[config.mk]
export PLATFORM = sky130hd
export DESIGN_NAME = pcg32_random_generator_unit_flat
export DESIGN_NICKNAME = d
export VERILOG_FILES = /design/src/rtl/pcg_pkg.sv /design/src/rtl/pcg_if.sv /design/src/rtl/pcg32_random_generator_unit.sv /design/src/rtl/pcg_mul.sv /design/src/rtl/pcg_div.sv /design/src/flat_wrapper.sv
export SDC_FILE = /design/constraint.sdc
export NUM_CORES = 2
export LEC_CHECK = 0
export BUFFER_PORTS_ARGS = -buffer_cell sky130_fd_sc_hd__clkbuf_2
export CAP_MARGIN = 20
export CORE_ASPECT_RATIO = 1.2
export CORE_MARGIN = 2
export CORE_UTILIZATION = 29
export CTS_BUF_LIST = sky130_fd_sc_hd__clkbuf_4 sky130_fd_sc_hd__clkbuf_8
export DETAILED_ROUTE_END_ITERATION = 10
export SYNTH_ARGS = -nofsm -noshare
export SYNTH_HDL_FRONTEND = slang
export SYNTH_SLANG_ARGS = --single-unit
[constraint.sdc]
create_clock -name clk -period 10.6 [get_ports clk]
set_input_delay 2.12 -clock clk [delete_from_list [all_inputs] [get_ports clk]]
set_output_delay 2.12 -clock clk [all_outputs]
set_load 0.01 [all_outputs]
[src/rtl/pcg_pkg.sv]
// constants and the helper function shared by the pcg32 generator files
package pcg_pkg;

    localparam int STATE_W   = 64;
    localparam int WORD_W    = 32;
    localparam int SEQ_W     = 63;
    localparam int CFG_IDX_W = 2;
    localparam int DIV_CNT_W = $clog2(WORD_W);
    localparam int ROT_W     = 5;

    localparam logic [STATE_W-1:0] PCG_MULT       = 64'h5851_F42D_4C95_7F2D;
    localparam logic [STATE_W-1:0] PCG_STATE_INIT = 64'h853C_49E6_748F_EA9B;
    localparam logic [STATE_W-1:0] PCG_INC_INIT   = 64'hDA3E_39CB_94B9_5BDB;

    localparam int XS_SHIFT_A = 18;
    localparam int XS_SHIFT_B = 27;
    localparam int ROT_SHIFT  = 59;

    // configuration register indexes
    localparam logic [CFG_IDX_W-1:0] CFG_SEED_STATE    = 2'd0;
    localparam logic [CFG_IDX_W-1:0] CFG_SEED_SEQUENCE = 2'd1;

    // input commands
    localparam logic CMD_DRAW   = 1'b0;
    localparam logic CMD_RESEED = 1'b1;

    // xsh-rr output permutation of a 64-bit state
    function automatic logic [WORD_W-1:0] pcg_permute(input logic [STATE_W-1:0] s);
        logic [STATE_W-1:0] mixed;
        logic [WORD_W-1:0]  xs;
        logic [ROT_W-1:0]   rot;
        logic [2*WORD_W-1:0] twice;
        mixed = (s ^ (s >> XS_SHIFT_A)) >> XS_SHIFT_B;
        xs    = mixed[WORD_W-1:0];
        rot   = s[ROT_SHIFT +: ROT_W];
        twice = {xs, xs} >> rot;
        return twice[WORD_W-1:0];
    endfunction

endpackage

[src/rtl/pcg_if.sv]
// handshake channel interfaces of the pcg32 generator

// command channel
interface pcg_cmd_if;
    logic        valid;
    logic        ready;
    logic        command;
    logic [31:0] range_limit;

    modport source (output valid, output command, output range_limit, input ready);
    modport sink   (input valid, input command, input range_limit, output ready);
endinterface

// result channel
interface pcg_res_if;
    logic        valid;
    logic        ready;
    logic [31:0] raw_value;
    logic [31:0] bounded_value;

    modport source (output valid, output raw_value, output bounded_value, input ready);
    modport sink   (input valid, input raw_value, input bounded_value, output ready);
endinterface

// configuration write channel
interface pcg_cfg_if;
    logic        valid;
    logic        ready;
    logic [1:0]  index;
    logic [63:0] data;

    modport source (output valid, output index, output data, input ready);
    modport sink   (input valid, input index, input data, output ready);
endinterface

[src/rtl/pcg32_random_generator_unit.sv]
// pcg32 xsh-rr generator: draw gives raw and bounded output, reseed reloads the lcg
// draw: result registered after the 32-step divider, once the result register is free
// reseed: runs the 4-step 64-bit multiply-add; no result
// one command at a time, the next taken only after the last one finishes; a new
// command is taken while the result register still waits
// reset: lcg state and increment take defaults, seeds clear; ready in the first cycle
module pcg32_random_generator_unit (
    input  logic clk,
    input  logic rst_n,
    pcg_cmd_if.sink   cmd,
    pcg_res_if.source res,
    pcg_cfg_if.sink   cfg
);
    import pcg_pkg::*;

    typedef enum logic {ST_IDLE, ST_RUN} state_t;

    state_t               state_reg;
    logic [STATE_W-1:0]   lcg_reg;
    logic [STATE_W-1:0]   inc_reg;
    logic [STATE_W-1:0]   seed_state_reg;
    logic [SEQ_W-1:0]     seed_sequence_reg;
    logic                 draw_reg;
    logic                 lim_zero_reg;
    logic [WORD_W-1:0]    raw_reg;
    logic                 res_valid_reg;
    logic [WORD_W-1:0]    res_raw_reg;
    logic [WORD_W-1:0]    res_bounded_reg;

    logic                 cmd_fire;
    logic                 is_reseed;
    logic [STATE_W-1:0]   reseed_inc;
    logic [WORD_W-1:0]    perm;
    logic                 units_idle;
    logic                 slot_free;
    logic                 res_load;
    logic [STATE_W-1:0]   mul_operand;
    logic [STATE_W-1:0]   mul_addend;
    logic                 mul_busy;
    logic [STATE_W-1:0]   mul_result;
    logic                 div_busy;
    logic [WORD_W-1:0]    div_rem;

    // handshake and operand selection
    assign cmd.ready   = (state_reg == ST_IDLE);
    assign cmd_fire    = cmd.valid && cmd.ready;
    assign is_reseed   = (cmd.command == CMD_RESEED);
    assign reseed_inc  = {seed_sequence_reg, 1'b1};
    assign perm        = pcg_permute(lcg_reg);
    assign mul_operand = is_reseed ? (reseed_inc + seed_state_reg) : lcg_reg;
    assign mul_addend  = is_reseed ? reseed_inc : inc_reg;
    assign units_idle  = !mul_busy && !div_busy;
    assign slot_free   = !res_valid_reg || res.ready;
    assign res_load    = (state_reg == ST_RUN) && units_idle && draw_reg && slot_free;

    // shared multiply-add for the lcg advance
    pcg_mul u_mul (
        .clk     (clk),
        .rst_n   (rst_n),
        .start   (cmd_fire),
        .operand (mul_operand),
        .addend  (mul_addend),
        .busy    (mul_busy),
        .result  (mul_result)
    );

    // bounded output remainder
    pcg_div u_div (
        .clk       (clk),
        .rst_n     (rst_n),
        .start     (cmd_fire && !is_reseed),
        .dividend  (perm),
        .divisor   (cmd.range_limit),
        .busy      (div_busy),
        .remainder (div_rem)
    );

    // configuration registers
    assign cfg.ready = 1'b1;

    always_ff @(posedge clk or negedge rst_n)
    begin
        if (!rst_n)
        begin
            seed_state_reg    <= '0;
            seed_sequence_reg <= '0;
        end
        else if (cfg.valid && cfg.ready)
        begin
            case (cfg.index)
                CFG_SEED_STATE:    seed_state_reg    <= cfg.data;
                CFG_SEED_SEQUENCE: seed_sequence_reg <= cfg.data[SEQ_W-1:0];
                default:           ;
            endcase
        end
    end

    // sequencer, generator state and result register
    always_ff @(posedge clk or negedge rst_n)
    begin
        if (!rst_n)
        begin
            state_reg       <= ST_IDLE;
            lcg_reg         <= PCG_STATE_INIT;
            inc_reg         <= PCG_INC_INIT;
            draw_reg        <= 1'b0;
            lim_zero_reg    <= 1'b0;
            raw_reg         <= '0;
            res_valid_reg   <= 1'b0;
            res_raw_reg     <= '0;
            res_bounded_reg <= '0;
        end
        else
        begin
            if (res_load)
            begin
                res_valid_reg <= 1'b1;
            end
            else if (res.ready)
            begin
                res_valid_reg <= 1'b0;
            end
            case (state_reg)
                ST_IDLE:
                begin
                    if (cmd_fire)
                    begin
                        draw_reg     <= !is_reseed;
                        lim_zero_reg <= (cmd.range_limit == '0);
                        raw_reg      <= perm;
                        if (is_reseed)
                        begin
                            inc_reg <= reseed_inc;
                        end
                        state_reg <= ST_RUN;
                    end
                end
                ST_RUN:
                begin
                    if (units_idle && (!draw_reg || slot_free))
                    begin
                        lcg_reg <= mul_result;
                        if (draw_reg)
                        begin
                            res_raw_reg     <= raw_reg;
                            res_bounded_reg <= lim_zero_reg ? '0 : div_rem;
                        end
                        state_reg <= ST_IDLE;
                    end
                end
                default:
                begin
                    state_reg <= ST_IDLE;
                end
            endcase
        end
    end

    assign res.valid         = res_valid_reg;
    assign res.raw_value     = res_raw_reg;
    assign res.bounded_value = res_bounded_reg;

    // units are never running while a command can be taken
    assert property (@(posedge clk) disable iff (!rst_n)
        state_reg == ST_IDLE |-> !mul_busy && !div_busy)
        else $error("arithmetic unit busy while idle");

    // a result appears only for a draw command
    assert property (@(posedge clk) disable iff (!rst_n)
        $rose(res_valid_reg) |-> $past(draw_reg))
        else $error("result produced by reseed");

    // the lcg increment stays odd
    assert property (@(posedge clk) disable iff (!rst_n) inc_reg[0])
        else $error("lcg increment is even");

    // a pending result stays valid until it is taken
    assert property (@(posedge clk) disable iff (!rst_n)
        res_valid_reg && !res.ready |=> res_valid_reg)
        else $error("pending result dropped");

endmodule

[src/rtl/pcg_mul.sv]
// iterative 64-bit multiply-add by the lcg multiplier over one 32x32 multiplier
module pcg_mul (
    input  logic                   clk,
    input  logic                   rst_n,
    input  logic                   start,
    input  logic [pcg_pkg::STATE_W-1:0] operand,
    input  logic [pcg_pkg::STATE_W-1:0] addend,
    output logic                   busy,
    output logic [pcg_pkg::STATE_W-1:0] result
);
    import pcg_pkg::*;

    logic                 busy_reg;
    logic [1:0]           step_reg;
    logic [STATE_W-1:0]   operand_reg;
    logic [STATE_W-1:0]   acc_reg;
    logic [STATE_W-1:0]   prod_reg;
    logic [WORD_W-1:0]    mul_a;
    logic [WORD_W-1:0]    mul_b;
    logic [STATE_W-1:0]   mul_p;

    // operand selection for the shared multiplier
    always_comb
    begin
        case (step_reg)
            2'd0:    begin mul_a = operand_reg[WORD_W-1:0];        mul_b = PCG_MULT[WORD_W-1:0]; end
            2'd1:    begin mul_a = operand_reg[WORD_W-1:0];        mul_b = PCG_MULT[STATE_W-1:WORD_W]; end
            2'd2:    begin mul_a = operand_reg[STATE_W-1:WORD_W];  mul_b = PCG_MULT[WORD_W-1:0]; end
            default: begin mul_a = '0;                             mul_b = '0; end
        endcase
    end

    assign mul_p = STATE_W'(mul_a) * STATE_W'(mul_b);

    // control
    always_ff @(posedge clk or negedge rst_n)
    begin
        if (!rst_n)
        begin
            busy_reg <= 1'b0;
            step_reg <= 2'd0;
        end
        else if (start)
        begin
            busy_reg <= 1'b1;
            step_reg <= 2'd0;
        end
        else if (busy_reg)
        begin
            step_reg <= step_reg + 2'd1;
            if (step_reg == 2'd3)
            begin
                busy_reg <= 1'b0;
            end
        end
    end

    // datapath: low product plus addend, then the two cross products into the top half
    always_ff @(posedge clk)
    begin
        if (start)
        begin
            operand_reg <= operand;
            acc_reg     <= addend;
        end
        else if (busy_reg)
        begin
            prod_reg <= mul_p;
            case (step_reg)
                2'd0:    acc_reg <= acc_reg;
                2'd1:    acc_reg <= acc_reg + prod_reg;
                default: acc_reg <= acc_reg + {prod_reg[WORD_W-1:0], {WORD_W{1'b0}}};
            endcase
        end
    end

    assign busy   = busy_reg;
    assign result = acc_reg;

    // step counter parks at zero while idle
    assert property (@(posedge clk) disable iff (!rst_n) !busy_reg |-> step_reg == 2'd0)
        else $error("multiplier step counter not parked");

endmodule

[src/rtl/pcg_div.sv]
// restoring divider, one quotient bit per cycle, remainder only
module pcg_div (
    input  logic                       clk,
    input  logic                       rst_n,
    input  logic                       start,
    input  logic [pcg_pkg::WORD_W-1:0] dividend,
    input  logic [pcg_pkg::WORD_W-1:0] divisor,
    output logic                       busy,
    output logic [pcg_pkg::WORD_W-1:0] remainder
);
    import pcg_pkg::*;

    logic                  busy_reg;
    logic [DIV_CNT_W-1:0]  cnt_reg;
    logic [WORD_W-1:0]     quo_reg;
    logic [WORD_W-1:0]     rem_reg;
    logic [WORD_W-1:0]     divisor_reg;
    logic [WORD_W:0]       shifted;
    logic [WORD_W:0]       trial;

    // one compare and subtract step
    assign shifted = {rem_reg, quo_reg[WORD_W-1]};
    assign trial   = shifted - {1'b0, divisor_reg};

    // control
    always_ff @(posedge clk or negedge rst_n)
    begin
        if (!rst_n)
        begin
            busy_reg <= 1'b0;
            cnt_reg  <= '0;
        end
        else if (start)
        begin
            busy_reg <= 1'b1;
            cnt_reg  <= '1;
        end
        else if (busy_reg)
        begin
            cnt_reg <= cnt_reg - 1'b1;
            if (cnt_reg == '0)
            begin
                busy_reg <= 1'b0;
            end
        end
    end

    // datapath
    always_ff @(posedge clk)
    begin
        if (start)
        begin
            quo_reg     <= dividend;
            rem_reg     <= '0;
            divisor_reg <= divisor;
        end
        else if (busy_reg)
        begin
            quo_reg <= {quo_reg[WORD_W-2:0], 1'b0};
            if (!trial[WORD_W])
            begin
                rem_reg <= trial[WORD_W-1:0];
            end
            else
            begin
                rem_reg <= shifted[WORD_W-1:0];
            end
        end
    end

    assign busy      = busy_reg;
    assign remainder = rem_reg;

    // a finished remainder is below a nonzero divisor
    assert property (@(posedge clk) disable iff (!rst_n)
        $fell(busy_reg) && divisor_reg != '0 |-> rem_reg < divisor_reg)
        else $error("remainder not below divisor");

endmodule

[src/flat_wrapper.sv]
// flat-port wrapper written by rule: the top's interface ports become plain ports
module pcg32_random_generator_unit_flat import pcg_pkg::*;
  (clk, rst_n, cmd_valid, cmd_command, cmd_range_limit, cmd_ready, res_valid, res_raw_value, res_bounded_value, res_ready, cfg_valid, cfg_index, cfg_data, cfg_ready);
  pcg_cmd_if cmd_i ();
  pcg_res_if res_i ();
  pcg_cfg_if cfg_i ();
  input  logic clk;
  input  logic rst_n;
  input wire logic [$bits(cmd_i.valid)-1:0] cmd_valid;
  input wire logic [$bits(cmd_i.command)-1:0] cmd_command;
  input wire logic [$bits(cmd_i.range_limit)-1:0] cmd_range_limit;
  output wire logic [$bits(cmd_i.ready)-1:0] cmd_ready;
  output wire logic [$bits(res_i.valid)-1:0] res_valid;
  output wire logic [$bits(res_i.raw_value)-1:0] res_raw_value;
  output wire logic [$bits(res_i.bounded_value)-1:0] res_bounded_value;
  input wire logic [$bits(res_i.ready)-1:0] res_ready;
  input wire logic [$bits(cfg_i.valid)-1:0] cfg_valid;
  input wire logic [$bits(cfg_i.index)-1:0] cfg_index;
  input wire logic [$bits(cfg_i.data)-1:0] cfg_data;
  output wire logic [$bits(cfg_i.ready)-1:0] cfg_ready;
  assign cmd_i.valid = cmd_valid;
  assign cmd_i.command = cmd_command;
  assign cmd_i.range_limit = cmd_range_limit;
  assign cmd_ready = cmd_i.ready;
  assign res_valid = res_i.valid;
  assign res_raw_value = res_i.raw_value;
  assign res_bounded_value = res_i.bounded_value;
  assign res_i.ready = res_ready;
  assign cfg_i.valid = cfg_valid;
  assign cfg_i.index = cfg_index;
  assign cfg_i.data = cfg_data;
  assign cfg_ready = cfg_i.ready;
  pcg32_random_generator_unit u_core (.clk(clk), .rst_n(rst_n), .cmd(cmd_i), .res(res_i), .cfg(cfg_i));
endmodule
==> run metrics <==
result of the run complete, no violations; PortBufs around 170; IO Count between 150 and 200; Setup Skew approximately 0.099 ns; buffers inserted during post-CTS setup optimization 0; vias in the first global route 48373; time the worst path needs with I/O delays and setup around 9.8 ns; endpoints failing setup 0; normalized max-slew margin 28.83%; post-DR wirelength/cell between 20 and 25 um; crit path kind reg2reg; mean number of vias per cell slightly above 5; number of warnings reported in the yosys synthesis log 0; detailed-route DRC error count 0; critical path fanouts, max 13; count of hold-fix buffers inserted at cts 0; post-route fraction of the period consumed by the critical path between 90% and 100%; fraction of layout cells with a size suffix above 1 between 10% and 20%; Setup Total Neg Slack 0 ns; slowest stage cell, crit path inv_1; Total Wirelength about 200000 um; highest routing layer actually used met4; required time at the endpoint of the critical path approximately 11 ns; root cell of the clock tree clkbuf_8; wire length on met1 between 80000 and 90000 um; die area about 220000 sq um; number of max-cap violations 0; crit start category register; Post-synth EDFFs about 260; number of antenna violations at the first check in global routing 3; Detailed Routing Iterations Pass 1 6; RSZ-0062 raised after global routing false; first-pass GRT wire length around 300000 um; mean instance size in the synthesized netlist 10.09 sq um; buffer depth of the longest clock path 3; layout-stage area growth over the synthesis result 10.87%; post-CTS clock slew at the launch and capture registers of the worst setup and hold paths ~0.06 ns; CTS sink count ~650; overflow left after global routing 0; largest net degree at the start of global routing roughly 120; commonest non-fill, non-tap cells in the layout inv_1 (977), ha_1 (670), fa_1 (547), nand2_1 (392), mux2_2 (336); routed wire length on met3 about 8500 um; most frequently used flop master after synthesis dfrtp_1; slew at the pin with the worst max-slew slack roughly 1.1 ns; post-layout net count 7609; Syn Nets between 7000 and 8000; Final Wtd Congestion 0.9792; detailed-routed wire length on met2 between 90000 and 100000 um; core box area ~210000 sq um; clock buffers created by TritonCTS between 100 and 150; final-report max-slew violation count 0; die span in x around 430 um; starting density of the core roughly 30%; most common library cell in the layout ignoring fill and taps inv_1; hold violation total from the final report 0; Slowest Stage Delay on Critical Path 0.61 ns; number of synthesized register bits approximately 650; type of destination of the critical path register; estimated wirelength of the detail-placed design 164500 um; portion of the post-synthesis area used by sequential elements approximately 28%; num rows 185; first-iteration detailed-routing DRC count about 3000; total global routing track utilization 18.45%; die boundary height a little over 500 um; clock insertion delay at the later pin of the skew report 0.92 ns; cell occurring most often along the worst timing path fa_1; Hold/Removal Path Class reg2reg; Resize count post-CTS 0; Post-Synthesis Cells roughly 6100; synthesized cell area approximately 62000 sq um; deepest level of the CTS H-tree 3; vias 46351; remaining antenna violation count after routing 0; Max Clk Rate around 100 MHz; TritonCTS clock tree yes; Async SR Flop Fraction a little under three fifths; number of distinct library cell variants in the gate-level netlist after synthesis ~100; Arrival @ worst endpoint about 10 ns
area by class of cell:
type | count | area, sq um
clock buffer | 168 | 2031
tap | 2805 | 3510
antenna | 2 | 5.005
timing repair buffer | 271 | 1640
clock inverter | 41 | 410.4
multi-input combinational | 4270 | 39910
fill | 21942 | 143300
inverter | 983 | 3692
sequential | 651 | 17500
cells in the mapped netlist (18+ instances only):
cell type    n  area [sq um]
a211oi_1    33         247.7
a21o_1     155          1164
a21oi_1    333          1667
a22oi_1     34         255.2
a31oi_1     31         193.9
and2_1      51         319.1
and3_1      36         225.2
buf_1       21         78.83
clkbuf_1   197         739.5
dfrtp_1    292          7307
dfstp_2     72          1892
dfxtp_1     32         640.6
edfxtp_1   255          7657
fa_1       547         10950
ha_1       670          8383
inv_1      977          3667
mux2_2     336          3784
mux2i_1    157          1572
nand2_1    395          1483
nand2b_1    50         312.8
nand3_1     90         450.4
nand4_1     55         344.1
nor2_1     220         825.8
nor2b_1     40         250.2
nor3_1      63         315.3
nor4_1      18         112.6
o211ai_1    20         150.1
o21a_1      35         262.8
o21ai_0    291          1456
o21ai_1     33         165.2
o21bai_1    55         412.9
o22ai_1     37         231.5
o31ai_1     20         150.1
or2_2       27         168.9
xnor2_1    159          1393
xor2_1      82         718.2
routing by layer:
metal  track usage, %  up-vias
met4            7.092        0
met3            2.384      346
met1            23.64    23526
li1                 -    21256
met2            31.52     1223
met5                0        -
path summary, 6_finish.rpt:
kind                                          startpoint                         to  slack, ns  cells past startpoint
worst max-delay path            u_core.u_mul.step_reg[0]  u_core.u_mul.prod_reg[60]       0.79                     29
worst min-delay path            u_core.u_div.quo_reg[31]  u_core.u_div.remainder[0]       0.48                      2
worst max register to register  u_core.u_mul.step_reg[0]  u_core.u_mul.prod_reg[60]       0.79                     29
worst min register to register  u_core.u_div.quo_reg[31]  u_core.u_div.remainder[0]       0.48                      2
max in group asynchronous                          rst_n          u_core.raw_reg[3]       7.42                      3
min in group asynchronous                          rst_n         u_core.inc_reg[15]       1.18                      1
critical path, delay by kind of cell, from the launching register on:
kind,cells,cell delay [ns]
AO/OA/AOI/OAI,10,2.31
XOR/XNOR,1,0.17
flip-flops,1,0.43
buffers and inverters,6,0.96
AND/OR/NAND/NOR,2,0.76
adder cells (fa/ha/maj),10,4.87
per-stage QoR:
step	hold WS, ns	cell area, sq um	worst slack [ns]	std cells	utilization (%)
after floorplan	0.4460	61960	1.838	6138	-
after global placement	0.4638	66240	1.001	8979	31.24
after detailed placement	0.4742	66240	0.9506	8980	31.24
after CTS	0.4811	68690	0.8757	9189	32.39
after global routing	0.5044	68690	0.3912	9191	32.40
final	0.4783	68690	0.7887	9191	32.40
cells by family (layout without fill, tap and decap cells):
kind of cell / Yosys count / count (layout) / synth area share (%)
AOI/OAI and AO/OA: 1222 / 1222 / 12.54
DFF: 651 / 651 / 28.24
and+or+nand+nor: 1090 / 1090 / 8.336
other: 1 / 3 / 0.006052
buffers and inverters: 1217 / 1463 / 7.423
adders and majority gates: 1217 / 1217 / 31.20
muxes: 497 / 497 / 8.789
xor gates and xnor gates: 243 / 243 / 3.459
Power is left out: the tool's default activity adds up to more than one toggle a clock period on the data nets, which glitch-free logic cannot reach.
